$ cat config.mk
export PLATFORM = sky130hd
export DESIGN_NAME = game_pad_serial_port_core_flat
export DESIGN_NICKNAME = d
export VERILOG_FILES = /design/src/hw/rtl/gpsp_pkg.sv /design/src/hw/rtl/gpsp_chan_if.sv /design/src/hw/rtl/gpsp_pad_regs.sv /design/src/hw/rtl/gpsp_serial.sv /design/src/hw/rtl/game_pad_serial_port_core.sv /design/src/flat_wrapper.sv
export SDC_FILE = /design/constraint.sdc
export NUM_CORES = 1
export LEC_CHECK = 0
export BUFFER_PORTS_ARGS = -buffer_cell sky130_fd_sc_hd__clkbuf_2
export CAP_MARGIN = 30
export CORE_UTILIZATION = 50
export CTS_BUF_LIST = sky130_fd_sc_hd__clkbuf_4
export DETAILED_ROUTE_END_ITERATION = 6
export PLACE_DENSITY_LB_ADDON = 0.1
export SLEW_MARGIN = 20
export SYNTH_ARGS = -nofsm -noshare
export SYNTH_HDL_FRONTEND = slang
export SYNTH_SLANG_ARGS = --single-unit
$ cat constraint.sdc
create_clock -name clk -period 2.1 [get_ports clk]
set_input_delay 0.105 -clock clk [delete_from_list [all_inputs] [get_ports clk]]
set_output_delay 0.105 -clock clk [all_outputs]
set_load 0.01 [all_outputs]
$ cat src/hw/rtl/gpsp_pkg.sv
`default_nettype none

package gpsp_pkg;

  typedef enum logic [1:0] {
    OP_UPDATE = 2'd0,
    OP_STROBE = 2'd1,
    OP_READ   = 2'd2,
    OP_NONE   = 2'd3
  } op_t;

  typedef enum logic [1:0] {
    CFG_PAD_COUNT   = 2'd0,
    CFG_SECOND_MASK = 2'd1,
    CFG_SWAP        = 2'd2,
    CFG_UNUSED      = 2'd3
  } cfg_idx_t;

  localparam int CfgDataW = 8;

  localparam logic [2:0] PadCountReset  = 3'd2;
  localparam logic [7:0] SecondMaskReset = 8'hF3;

  typedef struct packed {
    logic [1:0]  op;
    logic [31:0] host_keys;
    logic        strobe_bit;
    logic        port;
  } in_word_t;

  typedef struct packed {
    logic [1:0] read_data;
  } out_word_t;

  // live configuration, with the pad count already clipped to the pad slots
  typedef struct packed {
    logic [2:0] act;
    logic [7:0] mask;
    logic       swap;
  } cfg_t;

  // control from the front end to the serial shifters
  typedef struct packed {
    logic rd_en;
    logic port;
    logic clear;
  } rd_ctl_t;

  // host bit order to console button order
  function automatic logic [7:0] remap_buttons(input logic [7:0] b);
    remap_buttons = (b & 8'h0F) | ((b >> 2) & 8'h30) | ((b << 1) & 8'h40)
                  | ((b << 3) & 8'h80);
  endfunction

endpackage

`default_nettype wire

$ cat src/hw/rtl/gpsp_chan_if.sv
`default_nettype none

interface gpsp_chan_if #(
  parameter type T = logic
);
  logic valid;
  logic ready;
  T     data;

  modport source (output valid, output data, input ready);
  modport sink (input valid, input data, output ready);
endinterface

`default_nettype wire

$ cat src/hw/rtl/gpsp_pad_regs.sv
`default_nettype none

module gpsp_pad_regs #(
  parameter int PADS = 4
) (
  input  wire logic                clk,
  input  wire logic                rst,
  input  wire logic                accept,
  input  wire gpsp_pkg::in_word_t  word,
  input  wire gpsp_pkg::cfg_t      cfg,
  output logic [PADS-1:0][7:0]     pad_bytes,
  output logic                     clear
);
  import gpsp_pkg::*;

  logic                  latch_on;
  logic                  latch_on_next;
  logic [PADS-1:0][7:0]  host_bytes;
  logic [PADS-1:0][7:0]  host_bytes_next;
  logic [31:0]           keys;
  logic                  is_update;
  logic                  is_strobe;

  always_comb begin
    is_update = accept && (word.op == OP_UPDATE);
    is_strobe = accept && (word.op == OP_STROBE);
    keys = cfg.swap ? {word.host_keys[23:0], 8'h00} : word.host_keys;
    host_bytes_next = host_bytes;
    if (is_update) begin
      for (int n = 0; n < PADS; n++) begin
        if (3'(n) < cfg.act) begin
          host_bytes_next[n] = keys[8*n +: 8];
        end
      end
      // pad 1 mask applies even when pad 1 is not loaded
      host_bytes_next[1] = host_bytes_next[1] & cfg.mask;
    end
    latch_on_next = is_strobe ? word.strobe_bit : latch_on;
    clear = (is_update || is_strobe) && latch_on_next;
  end

  always_ff @(posedge clk) begin
    if (rst) begin
      latch_on   <= 1'b0;
      host_bytes <= '0;
      pad_bytes  <= '0;
    end else begin
      latch_on   <= latch_on_next;
      host_bytes <= host_bytes_next;
      if (clear) begin
        for (int n = 0; n < PADS; n++) begin
          if (3'(n) < cfg.act) begin
            pad_bytes[n] <= remap_buttons(host_bytes_next[n]);
          end
        end
      end
    end
  end

endmodule

`default_nettype wire

$ cat src/hw/rtl/gpsp_serial.sv
`default_nettype none

module gpsp_serial #(
  parameter int PADS = 4
) (
  input  wire logic                clk,
  input  wire logic                rst,
  input  wire gpsp_pkg::rd_ctl_t   ctl,
  input  wire logic [2:0]          act,
  input  wire logic [PADS-1:0][7:0] pad_bytes,
  output logic [1:0]               read_data
);
  import gpsp_pkg::*;

  logic [1:0][3:0] bits_sent;
  logic [3:0]      pos;
  logic [7:0]      main_byte;
  logic [7:0]      extra_byte;
  logic            has_extra;
  logic            has_main;

  always_comb begin
    pos        = bits_sent[ctl.port];
    main_byte  = ctl.port ? pad_bytes[1] : pad_bytes[0];
    extra_byte = 8'h00;
    for (int i = 2; i < PADS; i++) begin
      if (1'(i - 2) == ctl.port) begin
        extra_byte = pad_bytes[i];
      end
    end
    has_extra = act > (3'(ctl.port) + 3'd2);
    has_main  = act > 3'(ctl.port);
    read_data = 2'b00;
    if (ctl.rd_en) begin
      if (pos[3]) begin
        // past the eighth bit: report which pads are attached
        if (has_extra) begin
          read_data = 2'b11;
        end else if (has_main) begin
          read_data = 2'b01;
        end
      end else begin
        read_data[0] = main_byte[pos[2:0]];
        read_data[1] = has_extra && extra_byte[pos[2:0]];
      end
    end
  end

  always_ff @(posedge clk) begin
    if (rst) begin
      bits_sent <= '0;
    end else if (ctl.clear) begin
      bits_sent <= '0;
    end else if (ctl.rd_en && !pos[3]) begin
      bits_sent[ctl.port] <= pos + 4'd1;
    end
  end

endmodule

`default_nettype wire

$ cat src/hw/rtl/game_pad_serial_port_core.sv
`default_nettype none

// Channel  Dir  Word        Fields
// -------  ---  ----------  --------------------------------------
// req      in   in_word_t   op, host_keys, strobe_bit, port
// rsp      out  out_word_t  read_data (one word per req word)
// cfg      in   write only  cfg_we, cfg_index, cfg_data
//
// One req word per cycle unless rsp stalls: state updates at the accepting
// edge and the answer lands in the rsp register on that same edge.
// req.ready drops only while rsp holds a word the sink is not taking.
// rst is synchronous: pad count 2, pad 1 mask 0xF3, no swap, all pad
// bytes, counters and the latch cleared.

module game_pad_serial_port_core #(
  parameter int PADS = 4
) (
  input  wire logic                        clk,
  input  wire logic                        rst,
  input  wire logic                        cfg_we,
  input  wire logic [1:0]                  cfg_index,
  input  wire logic [gpsp_pkg::CfgDataW-1:0] cfg_data,
  gpsp_chan_if.sink                        req,
  gpsp_chan_if.source                      rsp
);
  import gpsp_pkg::*;

  // configuration registers
  logic [2:0] pad_count;
  logic [7:0] second_pad_mask;
  logic       swap_players;

  cfg_t                 cfg;
  rd_ctl_t              rd_ctl;
  logic                 accept;
  logic                 clear;
  logic [PADS-1:0][7:0] pad_bytes;
  logic [1:0]           read_data;

  // rsp output register
  logic       rsp_valid;
  out_word_t  rsp_word;
  in_word_t   req_word;

  always_ff @(posedge clk) begin
    if (rst) begin
      pad_count       <= PadCountReset;
      second_pad_mask <= SecondMaskReset;
      swap_players    <= 1'b0;
    end else if (cfg_we) begin
      case (cfg_idx_t'(cfg_index))
        CFG_PAD_COUNT:   pad_count       <= cfg_data[2:0];
        CFG_SECOND_MASK: second_pad_mask <= cfg_data[7:0];
        CFG_SWAP:        swap_players    <= cfg_data[0];
        default: begin
        end
      endcase
    end
  end

  always_comb begin
    req_word = req.data;
    // active pads never exceed the pad slots built
    cfg.act  = (pad_count > 3'(PADS)) ? 3'(PADS) : pad_count;
    cfg.mask = second_pad_mask;
    cfg.swap = swap_players;
    req.ready = !rsp_valid || rsp.ready;
    accept    = req.valid && req.ready;
    rd_ctl.rd_en = accept && (req_word.op == OP_READ);
    rd_ctl.port  = req_word.port;
    rd_ctl.clear = clear;
  end

  gpsp_pad_regs #(
    .PADS(PADS)
  ) u_pad_regs (
    .clk       (clk),
    .rst       (rst),
    .accept    (accept),
    .word      (req_word),
    .cfg       (cfg),
    .pad_bytes (pad_bytes),
    .clear     (clear)
  );

  gpsp_serial #(
    .PADS(PADS)
  ) u_serial (
    .clk       (clk),
    .rst       (rst),
    .ctl       (rd_ctl),
    .act       (cfg.act),
    .pad_bytes (pad_bytes),
    .read_data (read_data)
  );

  // every accepted word yields exactly one rsp word
  always_ff @(posedge clk) begin
    if (rst) begin
      rsp_valid <= 1'b0;
    end else if (accept) begin
      rsp_valid <= 1'b1;
    end else if (rsp.ready) begin
      rsp_valid <= 1'b0;
    end
  end

  always_ff @(posedge clk) begin
    if (accept) begin
      rsp_word.read_data <= read_data;
    end
  end

  assign rsp.valid = rsp_valid;
  assign rsp.data  = rsp_word;

endmodule

`default_nettype wire

$ cat src/flat_wrapper.sv
// flat-port wrapper written by rule: the top's interface ports become plain ports
module game_pad_serial_port_core_flat import gpsp_pkg::*;
#(
  parameter int PADS = 4
)
  (clk, rst, cfg_we, cfg_index, cfg_data, req_valid, req_data, req_ready, rsp_valid, rsp_data, rsp_ready);
  gpsp_chan_if #(.T(in_word_t)) req_i ();
  gpsp_chan_if #(.T(out_word_t)) rsp_i ();
  input  wire logic clk;
  input  wire logic rst;
  input  wire logic cfg_we;
  input  wire logic [1:0] cfg_index;
  input  wire logic [gpsp_pkg::CfgDataW-1:0] cfg_data;
  input wire logic [$bits(req_i.valid)-1:0] req_valid;
  input wire logic [$bits(req_i.data)-1:0] req_data;
  output wire logic [$bits(req_i.ready)-1:0] req_ready;
  output wire logic [$bits(rsp_i.valid)-1:0] rsp_valid;
  output wire logic [$bits(rsp_i.data)-1:0] rsp_data;
  input wire logic [$bits(rsp_i.ready)-1:0] rsp_ready;
  assign req_i.valid = req_valid;
  assign req_i.data = req_data;
  assign req_ready = req_i.ready;
  assign rsp_valid = rsp_i.valid;
  assign rsp_data = rsp_i.data;
  assign rsp_i.ready = rsp_ready;
  game_pad_serial_port_core #(.PADS(PADS)) u_core (.clk(clk), .rst(rst), .cfg_we(cfg_we), .cfg_index(cfg_index), .cfg_data(cfg_data), .req(req_i), .rsp(rsp_i));
endmodule
==> reports/results.ini, run 1 <==
[global_routing]
grt_usage_pct=27.53
grt_use_met3_pct=3.462
grt_antenna_before_repair=0
grt-ovfl-total=0
grt_pass1_wl_um=18690
met1_usage_pct=38.66
globalRoute.busiestLayer=met2
grt_start_max_net_pins=56
first_global_vias=3583
met2_usage_pct=43.59

[critical_path]
crit-reg2reg-launch=u_core.rsp.valid
r2r_slack_ns=0.12
critical_path_data_arrival_time_ns=2.28
critPathRequiredTime_ns=2.40
endpoint_kind=register
cp_max_fo=33
timing.critical_path.to=u_core.u_pad_regs.pad_bytes[16]
worst_setup_path_startpoint=u_core.rsp.valid
worst-setup-path-type=reg2reg
worstSetupStartpointType=register
reg2reg_depth=5
crit-reg2reg-capture=u_core.u_pad_regs.pad_bytes[16]

[power]
max-vdd-ir-drop_v=0.0003598
power-per-cell-area_nw_per_um2=641.1
cellLeakagePower_uw=0.001816
post-layout-total-power_uw=3271

[cts]
clock_latency_ns=0.44
clock_path_buffers=2
clock_transition_at_path_regs_ns=0.14
tritoncts_clock_tree=done
cts.root.buffer_cell=sky130_fd_sc_hd__clkbuf_4
h-tree-depth=3
cts_post_setup_buffers_inserted=0
cts_buffers=9
numClockSinks=88

[sta]
setup_viol=0
portion_of_the_clock_cycle_consumed_by_the_worst_path_in_the_final_layout_pct=94.24
setup_repair_after_global_routing_missed_its_margin=no
slew_violations=0
slew-limit-headroom_pct=39.95
achievable-frequency_mhz=505.3
max_slew.worst_pin.slew_ns=0.9008
setup_total_negative_slack_ns=0
clock-skew-final_ns=0.02572
fin_crit_ns=1.979
hold_violations=0

[floorplan]
starting_density_pct=52.03
fp.coreArea_um2=8299
io-pin-count=55
dieHeight_um=94.93
row_count=33
die_w_um=94.93
design.die.area_um2=9012

[place]
area_after_detailed_placement_um2=4760
dp_hpwl_um=8163
gp_congestion=0.8544
dp_cells=605
placement.io_buffers=54

[layout]
areaGrowthSynthToFinish_pct=18.14
final_cell_count_no_fill=637
layout-drive-gt1-share_pct=24.25
nets=580
multi_input_area_um2=2313
final_core_util_pct=61.47
filler_cell_count=730
final_cell_area_um2=5101
num_antenna_cells=0
register_area_um2=1782

[synthesis]
netlist-cell-type-count=54
synth-edff-count=2
synthFlopType=sky130_fd_sc_hd__dfxtp_1
synth-async-reset-ratio_pct=0
syn-num-nets=513
post_synth.cell_area_avg_um2=9.387
post_synth_instance_area_um2=4318
synthesis.yosys.warnings=0
post_synthesis_instance_total=460
seq_total_area_yosys_pct=41.26
synth_seq_cells=88

[hold_path]
hold_path_class=in2reg
worst_hold_path.num_cells=3

[drt]
post_drt_via_cell_ratio=6.118
post-route-drc-count=0
drtAntennaViolNets=0
drt-initial-drc-count=253
drt_wl_total_um=11710
wl_per_cell_um=18.39
first_pass_iters=4
detailroute.via_count=3897

[outcome]
outcome=finished clean

[flow_run]
drv.max_cap_violation_count=0

==> synth_stat cells (3+ instances only) <==
cell | count | area share (%)
sky130_fd_sc_hd__or4_1 | 3 | 0.52
sky130_fd_sc_hd__inv_1 | 19 | 1.7
sky130_fd_sc_hd__nor3_1 | 9 | 1.0
sky130_fd_sc_hd__buf_1 | 3 | 0.26
sky130_fd_sc_hd__nand2_1 | 25 | 2.2
sky130_fd_sc_hd__dfxtp_1 | 86 | 40
sky130_fd_sc_hd__a2111oi_4 | 4 | 2.6
sky130_fd_sc_hd__nor2b_1 | 12 | 1.7
sky130_fd_sc_hd__nand4b_1 | 9 | 1.8
sky130_fd_sc_hd__o2111ai_1 | 8 | 1.6
sky130_fd_sc_hd__o311a_1 | 8 | 1.9
sky130_fd_sc_hd__o41ai_1 | 8 | 1.6
sky130_fd_sc_hd__o21ai_1 | 8 | 0.93
sky130_fd_sc_hd__mux2i_1 | 21 | 4.9
sky130_fd_sc_hd__inv_2 | 3 | 0.26
sky130_fd_sc_hd__mux2_2 | 19 | 5.0
sky130_fd_sc_hd__o21ai_0 | 12 | 1.4
sky130_fd_sc_hd__mux4_2 | 4 | 2.1
sky130_fd_sc_hd__buf_2 | 7 | 0.81
sky130_fd_sc_hd__a211oi_1 | 7 | 1.2
sky130_fd_sc_hd__a31oi_1 | 5 | 0.72
sky130_fd_sc_hd__and3_1 | 8 | 1.2
sky130_fd_sc_hd__nor2_1 | 18 | 1.6
sky130_fd_sc_hd__nand4_1 | 3 | 0.43
sky130_fd_sc_hd__a21oi_1 | 55 | 6.4
sky130_fd_sc_hd__nand3_1 | 18 | 2.1
sky130_fd_sc_hd__a2111oi_1 | 4 | 0.93
sky130_fd_sc_hd__o32ai_1 | 8 | 1.6
sky130_fd_sc_hd__a311oi_1 | 9 | 1.8
sky130_fd_sc_hd__clkbuf_1 | 24 | 2.1
==> registers in the layout (all words and copies together) (netlist names) <==
register,count
u_core.pad_count,3
u_core.rsp.data,2
u_core.rsp.valid,1
u_core.second_pad_mask,8
u_core.swap_players,1
u_core.u_pad_regs.host_bytes,32
u_core.u_pad_regs.latch_on,1
u_core.u_pad_regs.pad_bytes,32
u_core.u_serial.bits_sent,8
==> metal layers <==
layer | vias up | share of wire, %
met3 | 13 | 5.5
met5 | - | 0
met4 | 0 | 1.2
met1 | 1854 | 45
met2 | 142 | 48
li1 | 1888 | -
==> worst max-delay path, cell delays in order (launching register included) <==
cell,delay (ns)
sky130_fd_sc_hd__dfxtp_1,0.33
sky130_fd_sc_hd__nor2b_1,0.22
sky130_fd_sc_hd__or4_1,0.48
sky130_fd_sc_hd__buf_12,0.21
sky130_fd_sc_hd__a2111oi_1,0.47
sky130_fd_sc_hd__o32ai_1,0.14
==> what timing repair did <==
item,in CTS,in global routing
endpoints found under the setup margin,0,3
hold buffers,16,0
resized for setup,0,3
hold endpoints to repair,26,0
==> cells by family after synthesis <==
logic type | count (synthesis) | share of synthesized area, %
buffers and inverters | 59 | 5.679
and+or+nand+nor | 120 | 15.59
muxes | 45 | 12.17
DFF | 88 | 41.26
AOI/OAI and AO/OA | 144 | 24.31
xor gates and xnor gates | 2 | 0.4058
adders and majority gates | 2 | 0.5794
==> worst min path at each step <==
stage	start	end	slack, ns
6_report	req_data[13]	u_core.u_pad_regs.host_bytes[19]	0.03
3_5_place_dp	cfg_data[6]	u_core.second_pad_mask[6]	0.32
5_1_grt	cfg_index[0]	u_core.swap_players	0.03
3_3_place_gp	cfg_data[7]	u_core.second_pad_mask[7]	0.32
4_1_cts	cfg_index[0]	u_core.swap_players	0.01
2_1_floorplan	cfg_data[0]	u_core.second_pad_mask[0]	0.23
==> cells in the final DEF (no fill, tap or decap), types with 3 or more instances in the layout <==
cell and count:
sky130_fd_sc_hd__a2111oi_4 4, sky130_fd_sc_hd__a211oi_1 7, sky130_fd_sc_hd__a21oi_1 55, sky130_fd_sc_hd__a311oi_1 9, sky130_fd_sc_hd__a31oi_1 5, sky130_fd_sc_hd__and3_1 8, sky130_fd_sc_hd__buf_4 20, sky130_fd_sc_hd__clkbuf_2 54
sky130_fd_sc_hd__clkbuf_4 9, sky130_fd_sc_hd__dfxtp_1 86, sky130_fd_sc_hd__dlygate4sd3_1 16, sky130_fd_sc_hd__inv_1 19, sky130_fd_sc_hd__inv_2 3, sky130_fd_sc_hd__inv_6 4, sky130_fd_sc_hd__mux2_2 19, sky130_fd_sc_hd__mux2i_1 21
sky130_fd_sc_hd__mux4_2 4, sky130_fd_sc_hd__nand2_1 25, sky130_fd_sc_hd__nand3_1 18, sky130_fd_sc_hd__nand4_1 3, sky130_fd_sc_hd__nand4b_1 9, sky130_fd_sc_hd__nor2_1 18, sky130_fd_sc_hd__nor2b_1 12, sky130_fd_sc_hd__nor3_1 9
sky130_fd_sc_hd__o2111ai_1 8, sky130_fd_sc_hd__o21ai_0 12, sky130_fd_sc_hd__o21ai_1 8, sky130_fd_sc_hd__o311a_1 8, sky130_fd_sc_hd__o32ai_1 8, sky130_fd_sc_hd__o41ai_1 8
==> power breakdown <==
part / leakage, uW / switching [uW] / internal, uW
Combinational: 0.00101 / 240 / 172
Sequential: 0.000717 / 23.6 / 1710
Clock: 0.0000917 / 621 / 498
==> final cells by class <==
type	instances	area share (%)
clock buffer	9	1.325
clock inverter	7	1.962
inverter	23	1.692
multi-input combinational	313	45.35
sequential	88	34.93
tap	105	2.575
timing repair buffer	92	12.17
==> metrics by stage <==
stage	hold WS [ns]	setup slack, ns
finish	0.03297	0.1210
global placement	0.3217	0.1977
detailed placement	0.3189	0.09189
global route	0.02565	0.009306
floorplan	0.2292	0.2614
CTS	0.01453	0.05670
Note: power is estimated with default switching activity, not from simulation.
==> run 2: changes to the inputs <==
Settings changed: CORE_MARGIN from default to 4.
==> run 2 against run 1 <==
Clock skew is 0.0065 ns lower. Clock power decreased by 6%. Critical path depth unchanged. Routed wire length up 0.72%. Via count decreased by 0.18%. Critical endpoint unchanged. Largest power group unchanged.
==> reports/results.ini, run 2 (synthesis gave the netlist of run 1 again) <==
[sta]
setup_repair_after_global_routing_missed_its_margin=no  ; unchanged
hold_violations=0  ; unchanged
clock-skew-final_ns=0.01921  ; was 0.02572 ns
achievable-frequency_mhz=515.9  ; was 505.3 MHz
setup_viol=0  ; unchanged
post-route-worst-setup-slack_ns=0.1618  ; was 0.1210 ns
portion_of_the_clock_cycle_consumed_by_the_worst_path_in_the_final_layout_pct=92.30  ; was 94.24%
slew-limit-headroom_pct=44.32  ; was 39.95%
slew_violations=0  ; unchanged
fin_crit_ns=1.938  ; was 1.979 ns
setup_total_negative_slack_ns=0  ; unchanged
max_slew.worst_pin.slew_ns=0.8352  ; was 0.9008 ns

[global_routing]
grt_antenna_before_repair=0  ; unchanged
grt-ovfl-total=0  ; unchanged
first_global_vias=3708  ; was 3583
grt_start_max_net_pins=56  ; unchanged
grt_pass1_wl_um=19180  ; was 18690 um
grt_usage_pct=23.89  ; was 27.53%

[layout]
areaGrowthSynthToFinish_pct=17.62  ; was 18.14%
final_common_cell=sky130_fd_sc_hd__dfxtp_1  ; unchanged
filler_cell_count=733  ; was 730
reg.largest.list=u_core.u_pad_regs.host_bytes x32, u_core.u_pad_regs.pad_bytes x32  ; unchanged
num_antenna_cells=0  ; unchanged
final_cell_mix=sky130_fd_sc_hd__dfxtp_1, sky130_fd_sc_hd__a21oi_1, sky130_fd_sc_hd__clkbuf_2  ; unchanged
final_cell_count_no_fill=638  ; was 637
nets=581  ; was 580
layout-drive-gt1-share_pct=23.83  ; was 24.25%

[critical_path]
r2r_slack_ns=0.16  ; was 0.12 ns
cp_max_fo=33  ; unchanged
crit-reg2reg-launch=u_core.rsp.valid  ; unchanged
critPathRequiredTime_ns=2.42  ; was 2.40 ns
worst_path_max_delay_cell=sky130_fd_sc_hd__a2111oi_1  ; was sky130_fd_sc_hd__or4_1
reg2reg_depth=5  ; unchanged
worst-setup-path-type=reg2reg  ; unchanged
critical_path_data_arrival_time_ns=2.25  ; was 2.28 ns
worst_setup_path_startpoint=u_core.rsp.valid  ; unchanged
worst-path-buf-inv=1  ; unchanged
crit_path_max_incr_delay_ns=0.51  ; was 0.48 ns
critPathTopFamily=compound AO/OA/AOI/OAI gates  ; was simple AND/OR/NAND/NOR gates
crit-reg2reg-capture=u_core.u_pad_regs.pad_bytes[16]  ; unchanged
worstPathCellList=nor2b_1, or4_1, buf_12, a2111oi_1, o32ai_1  ; unchanged
worstSetupStartpointType=register  ; unchanged
endpoint_kind=register  ; unchanged

[hold_path]
worst_hold_path.num_cells=3  ; unchanged
hold-path-endpoint=u_core.u_pad_regs.host_bytes[3]  ; was u_core.u_pad_regs.host_bytes[19]
timing.hold.worst.start=req_data[5]  ; was req_data[13]
hold_path_class=in2reg  ; unchanged

[drt]
first_pass_iters=5  ; was 4
post_drt_via_cell_ratio=6.097  ; was 6.118
post_route_met1_wirelength_um=5508  ; was 5270 um
met3_length_um=635  ; was 643 um
highest_layer=met4  ; unchanged
post-route-drc-count=0  ; unchanged
route.met2.wl_um=5400  ; was 5658 um
drt_wl_total_um=11800  ; was 11710 um
drt-initial-drc-count=252  ; was 253
detailroute.via_count=3890  ; was 3897
wl_per_cell_um=18.49  ; was 18.39 um
drtAntennaViolNets=0  ; unchanged

[cts]
cts_buffers=9  ; unchanged
numClockSinks=88  ; unchanged
tritoncts_clock_tree=done  ; unchanged
clock_path_buffers=2  ; unchanged
clock_transition_at_path_regs_ns=0.16  ; was 0.14 ns
cts.root.buffer_cell=sky130_fd_sc_hd__clkbuf_4  ; unchanged
clock_latency_ns=0.44  ; about the same
h-tree-depth=3  ; unchanged
resized_after_cts=0  ; unchanged

[floorplan]
starting_density_pct=52.03  ; unchanged
fp.coreArea_um2=8299  ; unchanged
die_w_um=100.9  ; was 94.93 um
design.die.area_um2=10190  ; was 9012 um^2
dieHeight_um=100.9  ; was 94.93 um
io-pin-count=55  ; unchanged
row_count=33  ; unchanged

[power]
seqPwrFrac_pct=54.4  ; was 53.2%
cellLeakagePower_uw=0.001807  ; was 0.001816 uW
power-per-cell-area_nw_per_um2=629.2  ; was 641.1 nW/um^2
power_frac_comb_pct=12.8  ; was 12.6%
power.share.switching_pct=28.76  ; was 27.07%
power_switching_uw=918.9  ; was 885.2 uW
power_frac_clock_pct=32.8  ; was 34.2%
max-vdd-ir-drop_v=0.0003111  ; was 0.0003598 V
power.internal_uw=2277  ; was 2385 uW

[outcome]
outcome=finished clean  ; unchanged

[place]
gp_congestion=0.8523  ; was 0.8544
dp_hpwl_um=8408  ; was 8163 um
dp_cells=606  ; was 605
pre_cts_slack_ns=0.2186  ; was 0.09189 ns
placement.io_buffers=54  ; unchanged

[flow_run]
drv.max_cap_violation_count=0  ; unchanged

-- run 2: power groups by stage --
stage               sequential [uW]  combinational, uW  clock [uW]
floorplan                      1770                232           0
global placement               1770                373           0
detailed placement             1780                379           0
CTS                            1740                404        1060
global route                   1750                443        1130
finish                         1740                408        1050
-- run 2: cell type report --
class / instances / area, um^2 / share of cell area [%]
clock inverters: 7 / 83.83 / 1.651
repair buffers: 93 / 628.1 / 12.37
multi-input cells: 313 / 2300 / 45.28
clock buffers: 9 / 67.56 / 1.330
well taps: 105 / 131.4 / 2.587
inverters: 23 / 86.33 / 1.700
flip-flops and latches: 88 / 1782 / 35.08
-- run 2: repair_timing --
| action | 4_1_cts | 5_1_grt |
|---|---|---|
| endpoints found under the hold margin | 26 | 0 |
| buffers inserted | 0 | 0 |
| hold buffers | 16 | 0 |
-- run 2: worst max-delay path by stage --
stage	to	depth (start not counted)
CTS	u_core.u_pad_regs.pad_bytes[16]	5
global placement	u_core.u_pad_regs.pad_bytes[21]	5
global route	u_core.u_pad_regs.pad_bytes[17]	5
finish	u_core.u_pad_regs.pad_bytes[16]	5
floorplan	u_core.rsp.data[1]	6
detailed placement	u_core.u_pad_regs.pad_bytes[21]	5
-- run 2: layer usage --
metal,up-vias,global-route usage [%]
met2,144,36.96
met3,20,4.014
met1,1847,33.58
li1,1879,-
met4,0,8.589
met5,-,0
-- run 2: per-stage QoR --
| stage | total power, uW | utilization [%] | hold slack, ns | area [um^2] |
|---|---|---|---|---|
| 3_5_place_dp | 2154 | 57.44 | 0.3203 | 4767 |
| 2_1_floorplan | 2000 | - | 0.2292 | 4318 |
| 4_1_cts | 3206 | 61.19 | 0.005426 | 5079 |
| 5_1_grt | 3321 | 61.19 | 0.03209 | 5079 |
| 3_3_place_gp | 2146 | 57.44 | 0.3130 | 4767 |
| 6_report | 3195 | 61.19 | 0.02741 | 5079 |
-- run 2: tightest hold or removal path: stages --
cell                       delay [ns]
sky130_fd_sc_hd__clkbuf_2        0.12
sky130_fd_sc_hd__nand4b_1        0.12
sky130_fd_sc_hd__a21oi_1         0.07
